===== src/rtl/core/clpt_pkg.sv =====
// ----------------------------------------------------------------------------
// clpt_pkg: shared types and constants of the channel low pulse timer
// Entry layout of the per-channel state memory, pipeline control groups and
// the fixed constants of the duration rounding.
// ----------------------------------------------------------------------------
package clpt_pkg;

	localparam logic [7:0]  LEVEL_RESET   = 8'hFF;
	localparam logic [7:0]  LEVEL_LOW     = 8'h00;
	localparam logic [7:0]  LEVEL_HIGH    = 8'h01;
	localparam logic [7:0]  SECONDS_MAX   = 8'hFF;
	localparam int unsigned ROUND_BIAS    = 200;
	localparam int unsigned MS_PER_SECOND = 1000;

	// Rounded sums at or above this value give more than SECONDS_MAX seconds.
	localparam int unsigned SAT_SUM     = (256 * MS_PER_SECOND);
	localparam int unsigned SUM_W       = $clog2(SAT_SUM);
	localparam int unsigned RECIP_SHIFT = 28;
	localparam int unsigned RECIP_W     = 19;
	localparam logic [RECIP_W-1:0] RECIP =
		RECIP_W'(((64'd1 << RECIP_SHIFT) + MS_PER_SECOND - 1) / MS_PER_SECOND);

	typedef struct packed {
		logic [7:0]  level;
		logic [31:0] stamp;
	} entry_t;

	typedef struct packed {
		logic        timed;
		logic [31:0] elapsed;
	} upd_t;

	typedef struct packed {
		logic s2;
		logic s3;
		logic s4;
	} adv_t;

endpackage


===== src/rtl/core/clpt_ram.sv =====
// ----------------------------------------------------------------------------
// clpt_ram: generic simple dual port RAM
// One write port and one read port with a registered read. A read at the
// address written in the same cycle returns the old contents.
// ----------------------------------------------------------------------------
module clpt_ram #(
	parameter int WIDTH = 40,
	parameter int DEPTH = 48,
	parameter int AW    = (DEPTH > 1) ? $clog2(DEPTH) : 1
) (
	input  logic             clk,
	input  logic             we,
	input  logic [AW-1:0]    waddr,
	input  logic [WIDTH-1:0] wdata,
	input  logic             re,
	input  logic [AW-1:0]    raddr,
	output logic [WIDTH-1:0] rdata
);

	logic [WIDTH-1:0] mem_q [DEPTH];
	logic [WIDTH-1:0] rdata_q;

	always_ff @(posedge clk) begin
		if (we) begin
			mem_q[waddr] <= wdata;
		end
		if (re) begin
			rdata_q <= mem_q[raddr];
		end
	end

	assign rdata = rdata_q;

endmodule


===== src/rtl/core/clpt_slot.sv =====
// ----------------------------------------------------------------------------
// clpt_slot: per-channel read-modify-write stage
// Takes the entry read for the sample in stage one, forwards the most recent
// write when it hit the same slot, and forms the new entry and elapsed time.
// ----------------------------------------------------------------------------
module clpt_slot #(
	parameter int SLOT_W = 6
) (
	input  logic              clk,
	input  logic              arst_n,
	input  clpt_pkg::entry_t  rd_entry,
	input  logic [SLOT_W-1:0] slot_s1,
	input  logic              in_range_s1,
	input  logic [7:0]        level_s1,
	input  logic [31:0]       now_s1,
	input  logic              commit,
	output logic              changed,
	output clpt_pkg::entry_t  wr_entry,
	output clpt_pkg::upd_t    upd
);

	import clpt_pkg::*;

	logic              fwd_valid_q;
	logic [SLOT_W-1:0] fwd_slot_q;
	entry_t            fwd_entry_q;
	entry_t            cur;
	logic              timed;

	always_comb begin
		if (fwd_valid_q && (fwd_slot_q == slot_s1)) begin
			cur = fwd_entry_q;
		end else begin
			cur = rd_entry;
		end
	end

	assign changed = in_range_s1 && (level_s1 != cur.level);
	assign timed   = changed && (level_s1 == LEVEL_HIGH) && (cur.stamp != 32'd0);

	always_comb begin
		wr_entry.level = level_s1;
		priority if (level_s1 == LEVEL_LOW) begin
			wr_entry.stamp = now_s1;
		end else if (timed) begin
			wr_entry.stamp = 32'd0;
		end else begin
			wr_entry.stamp = cur.stamp;
		end
	end

	assign upd.timed   = timed;
	assign upd.elapsed = now_s1 - cur.stamp;

	always_ff @(posedge clk or negedge arst_n) begin
		if (!arst_n) begin
			fwd_valid_q <= 1'b0;
		end else if (commit) begin
			fwd_valid_q <= 1'b1;
		end
	end

	always_ff @(posedge clk) begin
		if (commit) begin
			fwd_slot_q  <= slot_s1;
			fwd_entry_q <= wr_entry;
		end
	end

endmodule


===== src/rtl/core/clpt_round.sv =====
// ----------------------------------------------------------------------------
// clpt_round: duration rounding pipeline
// Adds the rounding bias and checks for saturation, divides by one thousand
// through a reciprocal multiply, and holds the result word for the output.
// ----------------------------------------------------------------------------
module clpt_round (
	input  logic           clk,
	input  clpt_pkg::adv_t adv,
	input  clpt_pkg::upd_t upd,
	output logic           duration_valid,
	output logic [7:0]     duration_seconds,
	output logic           duration_saturated
);

	import clpt_pkg::*;

	localparam int PROD_W = SUM_W + RECIP_W;

	logic              timed_s2;
	logic [31:0]       elapsed_s2;
	logic [32:0]       sum;
	logic              timed_s3;
	logic              sat_s3;
	logic [SUM_W-1:0]  sum_s3;
	logic [PROD_W-1:0] prod;
	logic [7:0]        secs;
	logic              valid_s4;
	logic [7:0]        seconds_s4;
	logic              sat_s4;

	assign sum  = {1'b0, elapsed_s2} + 33'(ROUND_BIAS);
	assign prod = PROD_W'(sum_s3) * PROD_W'(RECIP);
	assign secs = prod[RECIP_SHIFT +: 8];

	always_ff @(posedge clk) begin
		if (adv.s2) begin
			timed_s2   <= upd.timed;
			elapsed_s2 <= upd.elapsed;
		end
		if (adv.s3) begin
			timed_s3 <= timed_s2;
			sat_s3   <= (sum >= 33'(SAT_SUM));
			sum_s3   <= sum[SUM_W-1:0];
		end
		if (adv.s4) begin
			valid_s4   <= timed_s3;
			sat_s4     <= timed_s3 && sat_s3;
			seconds_s4 <= !timed_s3 ? 8'd0 : (sat_s3 ? SECONDS_MAX : secs);
		end
	end

	assign duration_valid     = valid_s4;
	assign duration_seconds   = seconds_s4;
	assign duration_saturated = sat_s4;

endmodule


===== src/rtl/core/channel_low_pulse_timer.sv =====
// ----------------------------------------------------------------------------
// channel_low_pulse_timer: low period timer for board voltage channels
// Keeps the last level and low start stamp of every channel in one memory
// and reports the rounded length of each completed low period in seconds.
// ----------------------------------------------------------------------------
//  channel  | direction | handshake                   | payload
//  sample   | in        | sample_valid / sample_ready | board, channel, level, now_ms
//  result   | out       | result_valid / result_ready | duration_valid, _seconds, _saturated
//
// One word per cycle while results are taken; each word passes four stages: memory read,
// slot update and write back, bias add and saturation check, reciprocal multiply.
// After reset a clearing pass writes every slot in turn, during which sample_ready stays low.
// A stalled result holds each full stage while empty ones fill; sample_ready drops
// once four words wait. The memory is written when a level change leaves the update stage.
module channel_low_pulse_timer #(
	parameter int BOARDS   = 4,
	parameter int CHANNELS = 12
) (
	input  logic        clk,
	input  logic        arst_n,
	input  logic        sample_valid,
	output logic        sample_ready,
	input  logic [1:0]  board,
	input  logic [3:0]  channel,
	input  logic [7:0]  level,
	input  logic [31:0] now_ms,
	output logic        result_valid,
	input  logic        result_ready,
	output logic        duration_valid,
	output logic [7:0]  duration_seconds,
	output logic        duration_saturated
);

	import clpt_pkg::*;

	localparam int SLOTS   = BOARDS * CHANNELS;
	localparam int SLOT_W  = (SLOTS > 1) ? $clog2(SLOTS) : 1;
	localparam int ENTRY_W = $bits(entry_t);

	logic              clr_busy_q;
	logic [SLOT_W-1:0] clr_cnt_q;
	logic              valid_s1;
	logic              valid_s2;
	logic              valid_s3;
	logic              valid_s4;
	logic [SLOT_W-1:0] slot_s1;
	logic              in_range_s1;
	logic [7:0]        level_s1;
	logic [31:0]       now_s1;
	logic              take1;
	logic              take2;
	logic              take3;
	logic              take4;
	logic              fire;
	logic              in_range;
	logic [SLOT_W-1:0] slot;
	logic              changed;
	logic              item_we;
	logic              ram_we;
	logic [SLOT_W-1:0] ram_waddr;
	entry_t            ram_wdata;
	entry_t            reset_entry;
	entry_t            wr_entry;
	logic [ENTRY_W-1:0] rd_raw;
	upd_t              upd;
	adv_t              adv;

	assign take4 = !valid_s4 || result_ready;
	assign take3 = !valid_s3 || take4;
	assign take2 = !valid_s2 || take3;
	assign take1 = !valid_s1 || take2;

	assign sample_ready = take1 && !clr_busy_q;
	assign fire         = sample_valid && sample_ready;

	assign in_range = (32'(board) < BOARDS) && (32'(channel) < CHANNELS);
	assign slot     = SLOT_W'(32'(board) * CHANNELS + 32'(channel));

	assign item_we = valid_s1 && take2 && changed;

	assign reset_entry.level = LEVEL_RESET;
	assign reset_entry.stamp = 32'd0;

	assign ram_we    = clr_busy_q || item_we;
	assign ram_waddr = clr_busy_q ? clr_cnt_q : slot_s1;
	assign ram_wdata = clr_busy_q ? reset_entry : wr_entry;

	assign adv.s2 = take2;
	assign adv.s3 = take3;
	assign adv.s4 = take4;

	always_ff @(posedge clk or negedge arst_n) begin
		if (!arst_n) begin
			clr_busy_q <= 1'b1;
			clr_cnt_q  <= '0;
		end else if (clr_busy_q) begin
			clr_cnt_q <= clr_cnt_q + SLOT_W'(1);
			if (clr_cnt_q == SLOT_W'(SLOTS - 1)) begin
				clr_busy_q <= 1'b0;
			end
		end
	end

	always_ff @(posedge clk or negedge arst_n) begin
		if (!arst_n) begin
			valid_s1 <= 1'b0;
			valid_s2 <= 1'b0;
			valid_s3 <= 1'b0;
			valid_s4 <= 1'b0;
		end else begin
			if (take1) begin
				valid_s1 <= fire;
			end
			if (take2) begin
				valid_s2 <= valid_s1;
			end
			if (take3) begin
				valid_s3 <= valid_s2;
			end
			if (take4) begin
				valid_s4 <= valid_s3;
			end
		end
	end

	always_ff @(posedge clk) begin
		if (fire) begin
			slot_s1     <= slot;
			in_range_s1 <= in_range;
			level_s1    <= level;
			now_s1      <= now_ms;
		end
	end

	clpt_ram #(
		.WIDTH (ENTRY_W),
		.DEPTH (SLOTS),
		.AW    (SLOT_W)
	) u_ram (
		.clk   (clk),
		.we    (ram_we),
		.waddr (ram_waddr),
		.wdata (ram_wdata),
		.re    (fire),
		.raddr (slot),
		.rdata (rd_raw)
	);

	clpt_slot #(
		.SLOT_W (SLOT_W)
	) u_slot (
		.clk         (clk),
		.arst_n      (arst_n),
		.rd_entry    (entry_t'(rd_raw)),
		.slot_s1     (slot_s1),
		.in_range_s1 (in_range_s1),
		.level_s1    (level_s1),
		.now_s1      (now_s1),
		.commit      (item_we),
		.changed     (changed),
		.wr_entry    (wr_entry),
		.upd         (upd)
	);

	clpt_round u_round (
		.clk                (clk),
		.adv                (adv),
		.upd                (upd),
		.duration_valid     (duration_valid),
		.duration_seconds   (duration_seconds),
		.duration_saturated (duration_saturated)
	);

	assign result_valid = valid_s4;

	a_no_item_write_in_clear: assert property (@(posedge clk) disable iff (!arst_n)
		clr_busy_q |-> !item_we && !valid_s1)
		else $error("slot write or sample in flight during the clearing pass");

	a_sat_gives_max: assert property (@(posedge clk) disable iff (!arst_n)
		result_valid && duration_saturated |-> duration_valid && (duration_seconds == SECONDS_MAX))
		else $error("saturated duration without the maximum value");

	a_idle_word_zero: assert property (@(posedge clk) disable iff (!arst_n)
		result_valid && !duration_valid |-> (duration_seconds == 8'd0) && !duration_saturated)
		else $error("result word without a duration carries nonzero fields");

	a_write_needs_range: assert property (@(posedge clk) disable iff (!arst_n)
		item_we |-> in_range_s1)
		else $error("slot write for a sample outside the board and channel range");

endmodule


===== config.mk =====
export PLATFORM = sky130hd
export DESIGN_NAME = channel_low_pulse_timer
export DESIGN_NICKNAME = d
export VERILOG_FILES = /design/src/rtl/core/clpt_pkg.sv /design/src/rtl/core/clpt_ram.sv /design/src/rtl/core/clpt_slot.sv /design/src/rtl/core/clpt_round.sv /design/src/rtl/core/channel_low_pulse_timer.sv
export SDC_FILE = /design/constraint.sdc
export NUM_CORES = 2
export LEC_CHECK = 0
export ABC_CLOCK_PERIOD_IN_PS = 6600
export BUFFER_PORTS_ARGS = -buffer_cell sky130_fd_sc_hd__buf_4
export CORE_MARGIN = 10
export CORE_UTILIZATION = 50
export DETAILED_ROUTE_END_ITERATION = 6
export HOLD_SLACK_MARGIN = 0.12
export PLACE_DENSITY_LB_ADDON = 0.2
export SLEW_MARGIN = 20
export SYNTH_ARGS = -nofsm -noshare
export SYNTH_HDL_FRONTEND = slang
export SYNTH_SLANG_ARGS = --single-unit

===== constraint.sdc =====
create_clock -name clk -period 6.6 [get_ports clk]
set_input_delay 0 -clock clk [delete_from_list [all_inputs] [get_ports clk]]
set_output_delay 0 -clock clk [all_outputs]
set_load 0.005 [all_outputs]

Yosys cells after proc, flatten, opt, wreduce, memory -nomap -nowiden
Memories as Yosys holds them, arrays and structs flattened. A register that Yosys moved wholly into a read port is not among the register bits.
Index checks and enable logic that the tools add are counted.
Widths: inputs -> output; s select.
- register bits: 168
- RAM bits: 1920
- bits of input ports: 50
- output and inout port bits: 12
- word-level logic and storage cells: 66
- memories kept: 1
- memories (memory ; words ; bits a word ; rd ports ; clocked after memory_dff ; write ports ; line ; source):
    u_ram.mem_q ; 48 ; 40 ; 1 ; 1 ; 1 ; clpt_ram.sv:20 ; logic [WIDTH-1:0] mem_q [DEPTH];
- add/subtract/negate cells: 4
- multipliers: 2
- magnitude comparators: 2
- equality and inequality tests: 4
- mux-type cells: 10
- reductions and logical operators: 21
- operator list (kind ; number):
    $mux 40 ; 2
    $mux 32 ; 2
    $mul 18x17->34 const B ; 1
    $add 32x8->33 const B ; 1
    $ge 33x18->1 const B ; 1
    $reduce_bool 32->1 ; 1
    $sub 32x32->32 ; 1
    $logic_and 1x1->1 ; 9
    $eq 8x1->1 const B ; 1
    $logic_not 8->1 ; 1
    $mux 8 ; 1
    $ne 8x8->1 ; 1
    $add 6x1->6 const B ; 1
    $add 6x4->6 ; 1
    $eq 6x6->1 ; 1
    $eq 6x6->1 const B ; 1
    $mux 6 ; 1
    $logic_not 1->1 ; 5
    $logic_or 1x1->1 ; 5
    $lt 4x4->1 const B ; 1
    $mul 2x2->4 const B ; 1
    $mux 1 ; 4

Logic depth before layout (Yosys ltp)
- depth in word-level cells: 10
- depth in mapped cells: 19
- depth with buffers taken out: 19

By module
Synthesis repeated with hierarchy kept, for this count alone.
- cell total of the unflattened synthesis: 4882
- area total of the unflattened synthesis: 89042.9 um^2
- modules (own cells, without submodules) (module ; times used ; cells each ; area each (um^2)):
    clpt_ram ; 1 ; 3621 ; 75504.9
    clpt_round ; 1 ; 553 ; 6258.5
    clpt_slot ; 1 ; 555 ; 4909.7
    channel_low_pulse_timer ; 1 ; 153 ; 2369.8

Worst setup path after synthesis
OpenSTA, ideal clock, no wires.
- path kind: reg-to-reg
- from: register slot_s1[1]
- to: memory u_ram.mem_q[0][0] (data pin)
- setup time: 0.578 ns
- arrival: 4.427 ns
- data required time: 6.022 ns
- setup slack: 1.595 ns
- cell stages (with the launch flop): 9
- cells stage by stage: edfxtp_1 xor2_1 or3_4 nor2_4 mux2_2 a222oi_1 a31oi_2 or3_4 o21ai_0
- RTL lines (item ; line ; source):
    start: declaration ; channel_low_pulse_timer.sv:46 ; logic [SLOT_W-1:0] slot_s1;
    start signal: assignment ; channel_low_pulse_timer.sv:128 ; slot_s1 <= slot;
    end: declaration ; clpt_ram.sv:20 ;

Worst setup path after layout
- from: register u_round.sum_s3[6]
- to: register u_round.seconds_s4[6] (netlist: u_round.duration_seconds[6]) (data pin)
- word-level cells in the longest chain between the ends: 2
- ends and longest elaborated chain (item ; line ; source):
    start: declaration ; clpt_round.sv:24 ; logic [SUM_W-1:0] sum_s3;
    start signal: assignment ; clpt_round.sv:43 ; sum_s3 <= sum[SUM_W-1:0];
    $mul 18x17->34 ; clpt_round.sv:32 ; assign prod = PROD_W'(sum_s3) * PROD_W'(RECIP);
    $mux 8 ; clpt_round.sv:48 ; seconds_s4 <= !timed_s3 ? 8'd0 : (sat_s3 ? SECONDS_MAX : secs);
    end signal: assignment ; clpt_round.sv:48 ;
    end: declaration ; clpt_round.sv:28 ; logic [7:0] seconds_s4;
Every way passes these cells.
A chain may end at the register's enable or synchronous reset.

==> results.py <==
metrics = {
    "yosys": {
        "synth_top_family_by_area": "multiplexers",
        "syn_area_per_cell_sq_um": 20.87,
        "synth-compound-area-share": 0.02114,
        "syn-cell-area_sq_um": 86780,
        "synth_xor_area_frac": 0.005248,
        "yosys-top-cells-area": "edfxtp_1 (73%), mux4_2 (16%), ha_1 (2.6%)",
        "synthCells": 4158,
        "synth_ff_type": "edfxtp_1",
        "yosysTopAreaCellShare": 0.7322,
        "synth_edf_count": 2116,
        "ys_ff_latch": 2128,
        "synthAdderAreaFrac": 0.03717,
        "synth_nets": 4437,
        "ys_types": 70,
        "synthMuxAreaShare": 0.1604,
        "yosys_warnings": 0,
        "async_flop_share": 0.005639,
        "synth_top_area_cell": "edfxtp_1",
        "ys_seq_area_frac": 0.7357,
        "synth-simple-area-share": 0.02532,
    },
    "placed_design": {
        "placedCellCount": 6462,
        "portBuffers": 61,
        "pre_cts_slack_ns": 1.205,
        "dp_hpwl_um": 122700,
        "place_congestion": 0.8302,
    },
    "setup_path": {
        "path_buf_inv": 4,
        "arrival_ns": 6.10,
        "worstPathRequired_ns": 7.23,
        "cpMaxStageDelayCell": "fa_1",
        "cp_max_fo": 6,
        "endpoint_kind": "register",
        "reg2reg_setup_slack_ns": 1.14,
        "critPathKind": "reg -> reg",
        "crit_chain": "ha_1, ha_1, fa_1, inv_1, fa_1, inv_1, fa_1, inv_1, fa_1, inv_1, ha_1, nand3_1, nor4_1, o41ai_1, o21a_1, a21o_1, a31oi_1, nor4_1, a2111oi_0",
        "critPathMaxStageDelay_ns": 0.53,
        "cp_top_family": "adder cells",
        "r2r-end": "u_round.duration_seconds[6]",
        "timing.rr.start": "u_round.sum_s3[6]",
        "start_kind": "register",
        "r2r_cells": 19,
    },
    "worst_hold_path": {
        "hold_start": "channel[0]",
        "min_to": "slot_s1[0]",
        "hold_depth": 2,
        "worstHoldPathType": "in -> reg",
    },
    "timing": {
        "final-max-slew-violation-count": 0,
        "setup_viol": 0,
        "setup-tns-final_ns": 0,
        "fin_ws_ns": 1.136,
        "max-slew-margin-rel": 0.2585,
        "rsz0062_at_grt": "false",
        "skew_ns": 0.04043,
        "post-route-period-util": 0.8278,
        "tightestPinTransition_ns": 1.112,
        "clock.fmax_ghz": 0.1830,
        "hold_viol_final": 0,
        "period_minus_slack_ns": 5.464,
    },
    "run": {
        "maxCapViolCount": 0,
    },
    "grt": {
        "antenna_found_initial": 0,
        "grt_max_degree": 117,
        "overflow": 0,
        "grt_pass1_wl_um": 320300,
        "grt_pass1_vias": 43550,
        "track_usage": 0.2327,
    },
    "layout": {
        "nNetsFinal": 4736,
        "layout_common_cells": "edfxtp_1 (2116), mux4_2 (600), clkbuf_16 (214)",
        "layout_commonest_cell": "edfxtp_1",
        "drive_gt1_frac": 0.2567,
        "areaGrowthSynthToFinish_pct": 13.84,
        "final_core_util": 0.5740,
        "fill_cells": 12560,
        "instances_no_fill": 6949,
    },
    "clock_network": {
        "clkTransAtPathRegs_ns": 0.06,
        "tritoncts": "yes",
        "htreeDepth": 4,
        "root_buffer": "clkbuf_16",
        "clkSinkCount": 2128,
        "cts.path.max_buffers": 3,
        "cts_buffers": 210,
        "clk_latency_ns": 0.88,
        "post_cts_resized": 0,
    },
    "floorplan": {
        "floorplan.initialDensity": 0.5042,
        "die-area_sq_um": 190600,
        "num_rows": 152,
        "ios": 62,
        "core_area_sq_um": 172100,
        "die_h_um": 436.6,
        "die_w_um": 436.6,
    },
    "power": {
        "power.leakage_uw": 0.03199,
        "power_density_nw_per_um2": 377.8,
        "peakVddDrop_mv": 0.5707,
    },
    "routing": {
        "wire_per_inst_um": 32.10,
        "via_count": 43460,
        "via_per_inst": 6.254,
        "drtAntennaViolNets": 0,
        "drt_first_pass_iters": 6,
        "wl_um": 223100,
        "remaining_drc_errors": 0,
        "drt-initial-drc-count": 5179,
    },
    "outcome": {
        "status": "completed",
    },
}
==> report_power, final <==
group          switching (uW)  internal [uW]  leakage [uW]  total, uW
Combinational            5480           3950       0.00936       9430
Clock                    5020           6750       0.00330      11800
Sequential                367          15700        0.0193      16100
==> worst max path at each step <==
| stage | endpoint | slack (ns) | startpoint | depth (start not counted) |
|---|---|---|---|---|
| after floorplan | u_ram.mem_q[0][0] | 1.59 | slot_s1[1] | 8 |
| after global placement | u_round.duration_seconds[6] | 1.30 | u_round.sum_s3[6] | 19 |
| after detailed placement | u_round.duration_seconds[6] | 1.21 | u_round.sum_s3[6] | 19 |
| after CTS | u_round.duration_seconds[6] | 1.20 | u_round.sum_s3[6] | 19 |
| after global routing | u_round.duration_seconds[6] | 0.86 | u_round.sum_s3[6] | 19 |
| final | u_round.duration_seconds[6] | 1.14 | u_round.sum_s3[6] | 19 |
==> synthesized netlist by cell type (24+ instances only) <==
| master | instances |
|---|---|
| clkbuf_1 | 141 |
| mux4_2 | 600 |
| nor4_1 | 24 |
| ha_1 | 181 |
| o21ai_1 | 33 |
| nand3_1 | 29 |
| mux2i_1 | 36 |
| nand2_1 | 203 |
| inv_1 | 156 |
| edfxtp_1 | 2116 |
| o31ai_1 | 36 |
| o21ai_0 | 35 |
| buf_1 | 38 |
| nor2_1 | 125 |
| a21oi_1 | 43 |
| fa_1 | 48 |
| xnor2_1 | 33 |
| a31oi_1 | 46 |
==> worst reg2reg max path: cells and delay by family (launching register included) <==
kind / cells / cell delay, ns
DFF: 1 / 0.52
buffers and inverters: 4 / 0.19
and+or+nand+nor: 3 / 0.47
adders and majority gates: 7 / 2.78
AOI/OAI and AO/OA: 5 / 1.29
==> metrics by stage <==
step	power (uW)	hold WS, ns	area, sq um
3_3_place_gp	25840	-0.1183	90970
3_5_place_dp	25860	-0.1151	91100
2_1_floorplan	23020	-0.2956	86780
4_1_cts	37660	0.1455	98770
6_report	37320	0.1116	98790
5_1_grt	39770	0.1878	98780
==> logic make-up after synthesis <==
kind of cell	Yosys count
fa+ha+maj	229
buf+inv	343
simple gates	485
xor+xnor	52
compound gates	281
flops	2128
mux	640
==> routing by layer <==
| layer | up-vias | share of wire | GRT usage |
|---|---|---|---|
| li1 | 17820 | - | - |
| met1 | 23310 | 0.40 | 0.3246 |
| met2 | 1982 | 0.49 | 0.3744 |
| met3 | 358 | 0.084 | 0.04391 |
| met4 | 0 | 0.031 | 0.07255 |
| met5 | - | 0 | 0 |
==> layout make-up <==
type                            count  area (sq um)  share of cell area
Clock buffer                      261          5532             0.05599
Inverter                          156         585.6            0.005927
Timing Repair Buffer              274          2504             0.02534
Antenna cell                        3         7.507          0.00007599
Multi-Input combinational cell   1687         22210              0.2248
Clock inverter                    130          1216             0.01231
Tap cell                         2310          2890             0.02926
Sequential cell                  2128         63840              0.6463
==> registers in the layout (all words and copies together), names as in the netlist, 8 cells and up <==
register                  flops
u_slot.fwd_entry_q           40
u_ram.mem_q                1920
level_s1                      8
u_round.elapsed_s2           32
u_round.duration_seconds      8
u_ram.rdata                  40
now_s1                       32
u_round.sum_s3               18
==> repair_timing <==
item | in CTS | in global routing
buffers inserted | 0 | 0
hold buffers | 92 | 0
endpoints found under the hold margin | 130 | 0
(Power assumes the default switching activity.)
